## config.mk

```make
export PLATFORM = sky130hd
export DESIGN_NAME = crank_trigger_wheel_generator
export DESIGN_NICKNAME = d
export VERILOG_FILES = /design/src/hdl/cwg_pkg.sv /design/src/hdl/crank_trigger_wheel_generator.sv /design/src/hdl/cwg_div.sv /design/src/hdl/cwg_dp.sv /design/src/hdl/cwg_ctl.sv
export SDC_FILE = /design/constraint.sdc
export NUM_CORES = 1
export LEC_CHECK = 0
export ABC_AREA = 1
export BUFFER_PORTS_ARGS = -buffer_cell sky130_fd_sc_hd__buf_2
export CAP_MARGIN = 20
export CORE_MARGIN = 1
export CORE_UTILIZATION = 60
export CTS_BUF_LIST = sky130_fd_sc_hd__clkbuf_8
export DETAILED_ROUTE_END_ITERATION = 6
export MAX_ROUTING_LAYER = met4
export PLACE_DENSITY = 0.8
export REMOVE_ABC_BUFFERS = 1
export SLEW_MARGIN = 30
export SYNTH_ARGS = -nofsm -noshare
export SYNTH_HDL_FRONTEND = slang
export SYNTH_SLANG_ARGS = --single-unit
export TNS_END_PERCENT = 10
```

## constraint.sdc

```tcl
create_clock -name clk -period 7.6 [get_ports clk]
set_clock_uncertainty 0.1 [all_clocks]
set_input_delay 0 -clock clk [delete_from_list [all_inputs] [get_ports clk]]
set_output_delay 0 -clock clk [all_outputs]
set_load 0.01 [all_outputs]
```

## src/hdl/cwg_pkg.sv

```systemverilog
`timescale 1ns / 1ps
// Shared types and constants for the crank trigger wheel generator.
// No dependencies; imported by every module of the block.
package cwg_pkg;

    localparam int US_PER_MINUTE = 60000000;

    localparam int RPM_W      = 16;
    localparam int CNT_W      = 8;   // mode, tooth count, missing count
    localparam int IDX_W      = 8;
    localparam int QUO_W      = 26;  // tooth period
    localparam int HALF_W     = QUO_W - 1;
    localparam int DIV_W      = RPM_W + CNT_W;
    localparam int DIV_STEP_W = $clog2(QUO_W);

    localparam int CFG_IDX_W  = 8;
    localparam int CFG_DATA_W = 16;
    localparam int S_TDATA_W  = 8;
    localparam int M_TDATA_W  = 16;

    localparam logic [QUO_W-1:0] DIVIDEND = QUO_W'(US_PER_MINUTE);

    localparam logic [CFG_IDX_W-1:0] REG_SPEED_RPM     = CFG_IDX_W'(0);
    localparam logic [CFG_IDX_W-1:0] REG_SIGNAL_MODE   = CFG_IDX_W'(1);
    localparam logic [CFG_IDX_W-1:0] REG_TOOTH_COUNT   = CFG_IDX_W'(2);
    localparam logic [CFG_IDX_W-1:0] REG_MISSING_COUNT = CFG_IDX_W'(3);

    typedef enum logic [1:0] {
        KIND_START = 2'd0,
        KIND_HIGH  = 2'd1,
        KIND_LOW   = 2'd2,
        KIND_GAP   = 2'd3
    } kind_t;

    typedef struct packed {
        logic mul_load;     // latch rpm * teeth
        logic div_start;
        logic period_load;  // latch quotient as tooth period
        logic enter_first;  // enter first phase of the revolution
        logic step;         // emit word, advance if tick
        logic advance;      // the current word carries a tick
    } cwg_cmd_t;

    typedef struct packed {
        logic at_start;
        logic run_ok;
    } cwg_status_t;

endpackage

```

## src/hdl/crank_trigger_wheel_generator.sv

```systemverilog
`timescale 1ns / 1ps
// Crank trigger wheel generator: one output word per input word; each tick is one us.
// A tick that starts a revolution (with rpm and teeth nonzero) runs the product, the
// bit-serial period divider (26 quotient bits, one per cycle), latch and entry steps
// before its word is emitted; every other word is accepted, then emitted. The output
// register lets the next word be accepted while a finished word waits. Tooth period is
// 60e6 / (rpm * teeth), latched once per revolution; mode and counts are read live.
// Depends on cwg_pkg, cwg_ctl, cwg_dp and cwg_div.
module crank_trigger_wheel_generator import cwg_pkg::*;
(
    input  logic                  clk,
    input  logic                  rst_n,
    input  logic                  cfg_valid,
    output logic                  cfg_ready,
    input  logic [CFG_IDX_W-1:0]  cfg_index,
    input  logic [CFG_DATA_W-1:0] cfg_data,
    input  logic                  s_axis_tvalid,
    output logic                  s_axis_tready,
    input  logic [S_TDATA_W-1:0]  s_axis_tdata,   // [0] tick, rest zero
    output logic                  m_axis_tvalid,
    input  logic                  m_axis_tready,
    output logic [M_TDATA_W-1:0]  m_axis_tdata    // [0] pin_level, [8:1] tooth_position,
                                                  // [9] in_gap, rest zero
);

    cwg_cmd_t         cmd;
    cwg_status_t      status;
    logic [DIV_W-1:0] divisor;
    logic [QUO_W-1:0] quotient;
    logic             div_done;
    logic             pin_level;
    logic [IDX_W-1:0] tooth_position;
    logic             in_gap;

    assign cfg_ready = 1'b1;

    cwg_ctl u_ctl
    (
        .clk           (clk),
        .rst_n         (rst_n),
        .s_axis_tvalid (s_axis_tvalid),
        .s_axis_tready (s_axis_tready),
        .tick          (s_axis_tdata[0]),
        .status        (status),
        .div_done      (div_done),
        .cmd           (cmd),
        .m_axis_tvalid (m_axis_tvalid),
        .m_axis_tready (m_axis_tready)
    );

    cwg_div u_div
    (
        .clk      (clk),
        .rst_n    (rst_n),
        .start    (cmd.div_start),
        .divisor  (divisor),
        .quotient (quotient),
        .done     (div_done)
    );

    cwg_dp u_dp
    (
        .clk            (clk),
        .rst_n          (rst_n),
        .cfg_we         (cfg_valid && cfg_ready),
        .cfg_index      (cfg_index),
        .cfg_data       (cfg_data),
        .cmd            (cmd),
        .status         (status),
        .divisor        (divisor),
        .quotient       (quotient),
        .pin_level      (pin_level),
        .tooth_position (tooth_position),
        .in_gap         (in_gap)
    );

    assign m_axis_tdata = {(M_TDATA_W-IDX_W-2)'(0), in_gap, tooth_position, pin_level};

endmodule

```

## src/hdl/cwg_div.sv

```systemverilog
`timescale 1ns / 1ps
// Restoring divider: one quotient bit per cycle of US_PER_MINUTE / divisor.
// Depends on cwg_pkg.
module cwg_div import cwg_pkg::*;
(
    input  logic             clk,
    input  logic             rst_n,
    input  logic             start,
    input  logic [DIV_W-1:0] divisor,
    output logic [QUO_W-1:0] quotient,
    output logic             done
);

    logic                  busy_reg, busy_next;
    logic                  done_reg, done_next;
    logic [DIV_STEP_W-1:0] step_reg, step_next;
    logic [DIV_W-1:0]      rem_reg, rem_next;
    logic [QUO_W-1:0]      quo_reg, quo_next;

    logic [DIV_W:0] trial;
    logic [DIV_W:0] diff;
    logic           fits;

    always_comb
    begin
        trial = {rem_reg, DIVIDEND[step_reg]};
        diff  = trial - {1'b0, divisor};
        fits  = (trial >= {1'b0, divisor});

        busy_next = busy_reg;
        done_next = 1'b0;
        step_next = step_reg;
        rem_next  = rem_reg;
        quo_next  = quo_reg;

        if (start)
        begin
            busy_next = 1'b1;
            step_next = DIV_STEP_W'(QUO_W - 1);
            rem_next  = '0;
            quo_next  = '0;
        end
        else if (busy_reg)
        begin
            rem_next = fits ? diff[DIV_W-1:0] : trial[DIV_W-1:0];
            quo_next = {quo_reg[QUO_W-2:0], fits};
            if (step_reg == '0)
            begin
                busy_next = 1'b0;
                done_next = 1'b1;
            end
            else
            begin
                step_next = step_reg - 1'b1;
            end
        end
    end

    always_ff @(posedge clk or negedge rst_n)
    begin
        if (!rst_n)
        begin
            busy_reg <= 1'b0;
            done_reg <= 1'b0;
            step_reg <= '0;
        end
        else
        begin
            busy_reg <= busy_next;
            done_reg <= done_next;
            step_reg <= step_next;
        end
    end

    always_ff @(posedge clk)
    begin
        rem_reg <= rem_next;
        quo_reg <= quo_next;
    end

    assign quotient = quo_reg;
    assign done     = done_reg;

    a_done_after_busy: assert property (@(posedge clk) disable iff (!rst_n)
        done_reg |-> !busy_reg && $past(busy_reg))
        else $error("divider done without a finished run");

endmodule

```

## src/hdl/cwg_dp.sv

```systemverilog
`timescale 1ns / 1ps
// Datapath: config registers, period product, wheel phase state and output word.
// Depends on cwg_pkg; driven by cwg_ctl commands, fed by cwg_div.
module cwg_dp import cwg_pkg::*;
(
    input  logic                  clk,
    input  logic                  rst_n,
    input  logic                  cfg_we,
    input  logic [CFG_IDX_W-1:0]  cfg_index,
    input  logic [CFG_DATA_W-1:0] cfg_data,
    input  cwg_cmd_t              cmd,
    output cwg_status_t           status,
    output logic [DIV_W-1:0]      divisor,
    input  logic [QUO_W-1:0]      quotient,
    output logic                  pin_level,
    output logic [IDX_W-1:0]      tooth_position,
    output logic                  in_gap
);

    logic [RPM_W-1:0] speed_rpm_reg;
    logic [CNT_W-1:0] signal_mode_reg;
    logic [CNT_W-1:0] tooth_count_reg;
    logic [CNT_W-1:0] missing_count_reg;

    logic [DIV_W-1:0]  product_reg;
    logic [QUO_W-1:0]  period_reg, period_next;
    logic [HALF_W-1:0] half_reg, half_next;
    logic [IDX_W-1:0]  idx_reg, idx_next;
    logic [QUO_W-1:0]  cnt_reg, cnt_next;
    kind_t             kind_reg, kind_next;

    logic              pin_reg;
    logic [IDX_W-1:0]  pos_reg;
    logic              gap_reg;

    // phase entry search
    logic [IDX_W:0]    ent_from;
    logic [IDX_W:0]    ent_cand;
    logic [IDX_W:0]    n_pos;
    logic [IDX_W-1:0]  gap_first;
    logic              gap_en;
    kind_t             ent_kind;
    logic [IDX_W-1:0]  ent_idx;

    logic [QUO_W-1:0]  cnt_inc;
    logic [QUO_W-1:0]  phase_len;

    always_ff @(posedge clk or negedge rst_n)
    begin
        if (!rst_n)
        begin
            speed_rpm_reg     <= '0;
            signal_mode_reg   <= '0;
            tooth_count_reg   <= CNT_W'(60);
            missing_count_reg <= CNT_W'(2);
        end
        else if (cfg_we)
        begin
            case (cfg_index)
                REG_SPEED_RPM:     speed_rpm_reg     <= cfg_data[RPM_W-1:0];
                REG_SIGNAL_MODE:   signal_mode_reg   <= cfg_data[CNT_W-1:0];
                REG_TOOTH_COUNT:   tooth_count_reg   <= cfg_data[CNT_W-1:0];
                REG_MISSING_COUNT: missing_count_reg <= cfg_data[CNT_W-1:0];
                default:           ;
            endcase
        end
    end

    // (60e6 / rpm) / teeth == 60e6 / (rpm * teeth)
    always_ff @(posedge clk)
    begin
        if (cmd.mul_load)
            product_reg <= DIV_W'(speed_rpm_reg) * DIV_W'(tooth_count_reg);
    end

    assign divisor = product_reg;

    // First position at or after ent_from whose phase has nonzero length.
    // Half period zero means tooth period one: only gap positions qualify.
    always_comb
    begin
        ent_from  = cmd.enter_first ? '0 : ((IDX_W+1)'(idx_reg) + (IDX_W+1)'(1));
        n_pos     = (signal_mode_reg != '0) ? (IDX_W+1)'(1) : {1'b0, tooth_count_reg};
        gap_en    = (signal_mode_reg == '0) && (missing_count_reg <= tooth_count_reg);
        gap_first = tooth_count_reg - missing_count_reg;
        ent_cand  = (ent_from >= {1'b0, gap_first}) ? ent_from : {1'b0, gap_first};
        ent_kind  = KIND_START;
        ent_idx   = '0;
        if ((ent_from < n_pos) && (period_reg != '0))
        begin
            if (half_reg != '0)
            begin
                ent_idx  = ent_from[IDX_W-1:0];
                ent_kind = (gap_en && (ent_from >= {1'b0, gap_first})) ? KIND_GAP : KIND_HIGH;
            end
            else if (gap_en && (ent_cand < n_pos))
            begin
                ent_idx  = ent_cand[IDX_W-1:0];
                ent_kind = KIND_GAP;
            end
        end
    end

    always_comb
    begin
        cnt_inc   = cnt_reg + 1'b1;
        phase_len = (kind_reg == KIND_GAP) ? period_reg : {1'b0, half_reg};

        period_next = period_reg;
        half_next   = half_reg;
        idx_next    = idx_reg;
        cnt_next    = cnt_reg;
        kind_next   = kind_reg;

        if (cmd.period_load)
        begin
            period_next = quotient;
            half_next   = quotient[QUO_W-1:1];
        end

        if (cmd.enter_first)
        begin
            kind_next = ent_kind;
            idx_next  = ent_idx;
            cnt_next  = '0;
        end

        if (cmd.step && cmd.advance && (kind_reg != KIND_START))
        begin
            if (cnt_inc >= phase_len)
            begin
                cnt_next = '0;
                if ((kind_reg == KIND_HIGH) && (half_reg != '0))
                begin
                    kind_next = KIND_LOW;
                end
                else
                begin
                    kind_next = ent_kind;
                    idx_next  = ent_idx;
                end
            end
            else
            begin
                cnt_next = cnt_inc;
            end
        end
    end

    always_ff @(posedge clk or negedge rst_n)
    begin
        if (!rst_n)
        begin
            period_reg <= '0;
            half_reg   <= '0;
            idx_reg    <= '0;
            cnt_reg    <= '0;
            kind_reg   <= KIND_START;
        end
        else
        begin
            period_reg <= period_next;
            half_reg   <= half_next;
            idx_reg    <= idx_next;
            cnt_reg    <= cnt_next;
            kind_reg   <= kind_next;
        end
    end

    // output word shows the phase before the tick advances it
    always_ff @(posedge clk)
    begin
        if (cmd.step)
        begin
            pin_reg <= (kind_reg == KIND_HIGH);
            pos_reg <= idx_reg;
            gap_reg <= (kind_reg == KIND_GAP);
        end
    end

    assign pin_level      = pin_reg;
    assign tooth_position = pos_reg;
    assign in_gap         = gap_reg;

    assign status.at_start = (kind_reg == KIND_START);
    assign status.run_ok   = (speed_rpm_reg != '0) && (tooth_count_reg != '0);

    a_running_has_period: assert property (@(posedge clk) disable iff (!rst_n)
        kind_reg != KIND_START |-> period_reg != '0)
        else $error("phase active with zero tooth period");

    a_counter_in_phase: assert property (@(posedge clk) disable iff (!rst_n)
        kind_reg != KIND_START |-> cnt_reg < phase_len)
        else $error("phase counter past phase length");

endmodule

```

## src/hdl/cwg_ctl.sv

```systemverilog
`timescale 1ns / 1ps
// Controller: input/output handshake and sequencing of the period computation.
// Depends on cwg_pkg; commands cwg_dp and cwg_div.
module cwg_ctl import cwg_pkg::*;
(
    input  logic        clk,
    input  logic        rst_n,
    input  logic        s_axis_tvalid,
    output logic        s_axis_tready,
    input  logic        tick,
    input  cwg_status_t status,
    input  logic        div_done,
    output cwg_cmd_t    cmd,
    output logic        m_axis_tvalid,
    input  logic        m_axis_tready
);

    typedef enum logic [5:0] {
        ST_IDLE  = 6'b000001,
        ST_MUL   = 6'b000010,
        ST_START = 6'b000100,
        ST_DIV   = 6'b001000,
        ST_ENTER = 6'b010000,
        ST_STEP  = 6'b100000
    } ctl_state_t;

    ctl_state_t state_reg, state_next;
    logic       out_valid_reg, out_valid_next;
    logic       tick_reg;
    logic       accept;
    logic       out_free;

    assign s_axis_tready = (state_reg == ST_IDLE);
    assign accept        = s_axis_tvalid && s_axis_tready;
    assign out_free      = !out_valid_reg || m_axis_tready;

    always_comb
    begin
        state_next  = state_reg;
        cmd         = '0;
        cmd.advance = tick_reg;
        case (state_reg)
            ST_IDLE:
            begin
                if (accept)
                begin
                    if (tick && status.at_start && status.run_ok)
                        state_next = ST_MUL;
                    else
                        state_next = ST_STEP;
                end
            end
            ST_MUL:
            begin
                cmd.mul_load = 1'b1;
                state_next   = ST_START;
            end
            ST_START:
            begin
                cmd.div_start = 1'b1;
                state_next    = ST_DIV;
            end
            ST_DIV:
            begin
                if (div_done)
                begin
                    cmd.period_load = 1'b1;
                    state_next      = ST_ENTER;
                end
            end
            ST_ENTER:
            begin
                cmd.enter_first = 1'b1;
                state_next      = ST_STEP;
            end
            ST_STEP:
            begin
                if (out_free)
                begin
                    cmd.step   = 1'b1;
                    state_next = ST_IDLE;
                end
            end
            default:
            begin
                state_next = ST_IDLE;
            end
        endcase
    end

    always_comb
    begin
        out_valid_next = out_valid_reg;
        if (cmd.step)
            out_valid_next = 1'b1;
        else if (m_axis_tready)
            out_valid_next = 1'b0;
    end

    always_ff @(posedge clk or negedge rst_n)
    begin
        if (!rst_n)
        begin
            state_reg     <= ST_IDLE;
            out_valid_reg <= 1'b0;
        end
        else
        begin
            state_reg     <= state_next;
            out_valid_reg <= out_valid_next;
        end
    end

    always_ff @(posedge clk)
    begin
        if (accept)
            tick_reg <= tick;
    end

    assign m_axis_tvalid = out_valid_reg;

    a_start_runs_divider: assert property (@(posedge clk) disable iff (!rst_n)
        accept && tick && status.at_start && status.run_ok |=> state_reg == ST_MUL)
        else $error("revolution start did not launch period computation");

    a_step_fills_output: assert property (@(posedge clk) disable iff (!rst_n)
        cmd.step |=> out_valid_reg)
        else $error("emitted word not presented");

endmodule

```

==> out/qor.txt <==
violations in the final reports -> design-rule violations
Max FO, Critical Path -> 20
Setup violations, final -> 0
shortest period the worst path allows -> 5343 ps
average via count per standard cell -> 5.416
area delta synth->final -> 8.591%
TritonCTS clock tree -> yes
post-synthesis async set-or-reset flop share -> 0.5771
RSZ-0062 raised after global routing -> false
worst-case vdd ir drop -> 0.0001519 V
YS warnings -> 0
estimated wirelength of the detail-placed design -> 25170 microns
layout cells sized above 1 -> 0.08118
minimum hold slack -> 79.38 ps
cell depth of the worst flop-to-flop path -> 16
DRC marker count from the first detailed-route iteration -> 949
count of buffers from port buffering -> 41
starting density of the core -> 0.6136
# Max-Cap Violations -> 0
number of levels in the clock H-tree -> 2
area of the mapped netlist -> 16030 sq um
Routed Wire Length -> 34930 microns
number of buffers created by CTS -> 36
Die Wd -> 165.5 microns
cell with the biggest individual delay on the critical path -> dfrtp_1
portion of the post-synthesis area used by sequential elements -> 0.3095
endpoint arrival time on the critical path -> 5530 ps
beginning of the critical path -> u_dp.tooth_count_reg[7]
average routed wire per standard cell -> 14.16 microns
worst min-delay path endpoint -> u_dp.tooth_count_reg[7]
final estimated routing congestion in global placement -> 0.9496
number of standard-cell rows in the floorplan -> 59
status -> complete, but fails checks
type of the worst setup path -> flip-flop to flip-flop
cells along the critical path -> nand2_1 -> fa_1 -> fa_1 -> inv_1 -> fa_1 -> fa_1 -> ha_1 -> a21oi_1 -> o21ai_0 -> a21oi_1 -> o21ai_1 -> nand2_1 -> nand2_1 -> a21oi_1 -> o31ai_1 -> xor2_1
number of hold-slack violations in the final timing report -> 0
CP endpoint kind -> flip-flop
net count reported at finish -> 2356
standby leakage power -> 9.531 nW
WP data required -> 7790 ps
largest net degree at the start of global routing -> 73
ant diodes -> 0
global-route wire length before repair -> 58930 microns
Worst Setup Start Kind -> flip-flop
number of placed I/O pins -> 56
Yosys reg bits -> 201
number of antenna violations at the first check in global routing -> 0
hold depth -> 5
delay contributed by the slowest stage of the critical path -> 910 ps
maximum frequency from static timing analysis -> 187.1 MHz
clock input transition at the sequential cells of the worst setup and hold paths -> 50 ps
number of buffers and inverters on the critical path -> 1
number of global-route vias before repair -> 12970
GRT Residual Overflow -> 0
primary flip-flop cell chosen by synthesis mapping -> dfrtp_1
CTS max path bufs -> 3
final total power -> 3.305 mW
mean instance size in the synthesized netlist -> 7.772 sq um
Cell Pwr Density -> 189.8 nW/um^2
height of the chip -> 165.5 microns
endpoint of the most critical register-to-register path -> u_dp.divisor[22]
post-detailed-route count of antenna-violating nets -> 0
# Post-CTS Setup Buffers -> 0
Clock Sink Count -> 201
most frequent cell on the critical path -> fa_1
cell family with most CP delay -> adder cells
first drt pass iteration count -> 7
number of distinct standard cells referenced by the synthesized netlist -> 63
Hold Path Class -> primary input to flip-flop
clock insertion delay at the later pin of the skew report -> 560 ps
worst-margin pin slew -> 939.8 ps
DRC viols -> 2
area enclosed by the die boundary -> 27380 sq um
Fin Setup TNS -> 0 ps
clock root buffer -> clkbuf_8
total number of vias -> 13360
final count of pins violating max slew -> 0
source of the worst hold timing path -> cfg_valid
max-slew headroom at the worst pin -> 0.3716
post-route clock period utilization -> 0.7031
source of the worst register-to-register timing path -> u_dp.tooth_count_reg[7]
core region area -> 26130 sq um
setup slack of the most critical reg-to-reg path -> 2260 ps
instance count of the mapped netlist -> 2063
Overall Global Routing Usage -> 0.2738
EDFF count, synth -> 35
==> through the flow <==
| stage | std cells | utilization | area, sq um | setup WS, ps |
|---|---|---|---|---|
| final | 2466 | 0.6663 | 17410 | 2257 |
| after global routing | 2466 | 0.6663 | 17410 | 1992 |
| after CTS | 2466 | 0.6661 | 17410 | 2259 |
| after detailed placement | 2370 | 0.6267 | 16380 | 2271 |
| after global placement | 2370 | 0.6265 | 16370 | 2376 |
| after floorplan | 1989 | - | 15700 | 2985 |
==> synth_stat cells (4+ instances only) <==
cell type	count	share of area
ha_1	130	0.10
edfxtp_1	35	0.066
nor4_1	15	0.0059
dfxtp_1	50	0.062
fa_1	86	0.11
buf_4	11	0.0052
dfstp_2	6	0.0098
nand2_1	518	0.12
o21ai_1	13	0.0041
o211ai_1	7	0.0033
dfrtp_1	110	0.17
a21boi_0	18	0.0084
o21ai_2	8	0.0044
nand3_1	41	0.013
xor2_1	39	0.021
o31ai_1	7	0.0033
inv_1	378	0.088
mux2_2	8	0.0056
nand2_4	5	0.0035
nor2_2	8	0.0031
nor2_1	88	0.021
o21ai_0	158	0.049
clkbuf_1	55	0.013
nor2_4	5	0.0035
buf_2	5	0.0016
xnor2_1	22	0.012
a31oi_1	4	0.0016
inv_2	6	0.0014
buf_1	7	0.0016
a21oi_1	82	0.026
nand4_1	26	0.010
nand3_2	5	0.0031
o22ai_1	36	0.014
nand2_2	5	0.0020
nor3_1	21	0.0066
==> cell usage in the layout, fill, tap and decap left out, types with 7 or more instances in the layout <==
master and count:
xor2_1 39, nand4_1 26, o211ai_1 7, o21ai_1 13, nor2_2 8, o22ai_1 36
clkinv_2 8, fa_1 86, a21boi_0 18, nand3_1 41, mux2_2 8, dfxtp_1 50
nor3_1 20, o21ai_0 158, nor2_1 87, dfrtp_1 109, a21oi_1 82, conb_1 7
dlygate4sd3_1 29, buf_2 40, nand2_1 518, xnor2_1 22, o21ai_2 8, ha_1 130
inv_1 389, nor4_1 15, edfxtp_1 35, clkbuf_8 39, o31ai_1 7
==> logic make-up after synthesis <==
group                    Yosys count  share of synthesized area
other                              2                  0.0004684
flip-flops                       201                     0.3095
buffers and inverters            466                     0.1127
AND/OR/NAND/NOR                  754                     0.2040
multiplexers                       9                   0.006243
adder cells (fa/ha/maj)          216                     0.2088
XOR/XNOR                          61                    0.03332
AO/OA/AOI/OAI                    354                     0.1250
==> metal layers <==
| metal | vias up | GRT usage | share of wire |
|---|---|---|---|
| met5 | - | - | 0 |
| met4 | 0 | 0.08678 | 0.024 |
| met3 | 68 | 0.03646 | 0.052 |
| met2 | 355 | 0.4498 | 0.48 |
| met1 | 6277 | 0.3510 | 0.45 |
| li1 | 6655 | - | - |
==> how the worst max path moves through the flow <==
stage                                   to  slack (ps)  depth (start not counted)
after floorplan           u_dp.divisor[22]        2990                         16
after global placement    u_dp.divisor[22]        2380                         16
after detailed placement  u_dp.divisor[22]        2270                         16
after CTS                 u_dp.divisor[22]        2260                         16
after global routing       u_dp.idx_reg[0]        1990                         26
final                     u_dp.divisor[22]        2260                         16
==> worst min-delay path, cell delays in order <==
cell     delay, ps
buf_2          110
inv_1           50
nor2_1          40
nand2_1        330
o21ai_0        130
==> power by group <==
part	leakage [nW]	switching (mW)	internal, mW
logic	6.86	0.622	0.362
clock network	0.403	0.473	0.545
registers	2.26	0.0983	1.20
==> final cells by class <==
cell class              count  area (sq um)
multi-input cells        1401          9296
fillers                  2188          8721
flip-flops and latches    201          4964
inverters                 387          1455
repair buffers             76         566.8
clock buffers              39         536.8
well taps                 335         419.2
clock inverters            27         173.9
==> repair_timing <==
action | 4_1_cts | 5_1_grt
resized for setup | 0 | 0
endpoints found under the hold margin | 90 | 0
hold buffers | 30 | 0
Note: power is estimated with default switching activity, not from simulation.
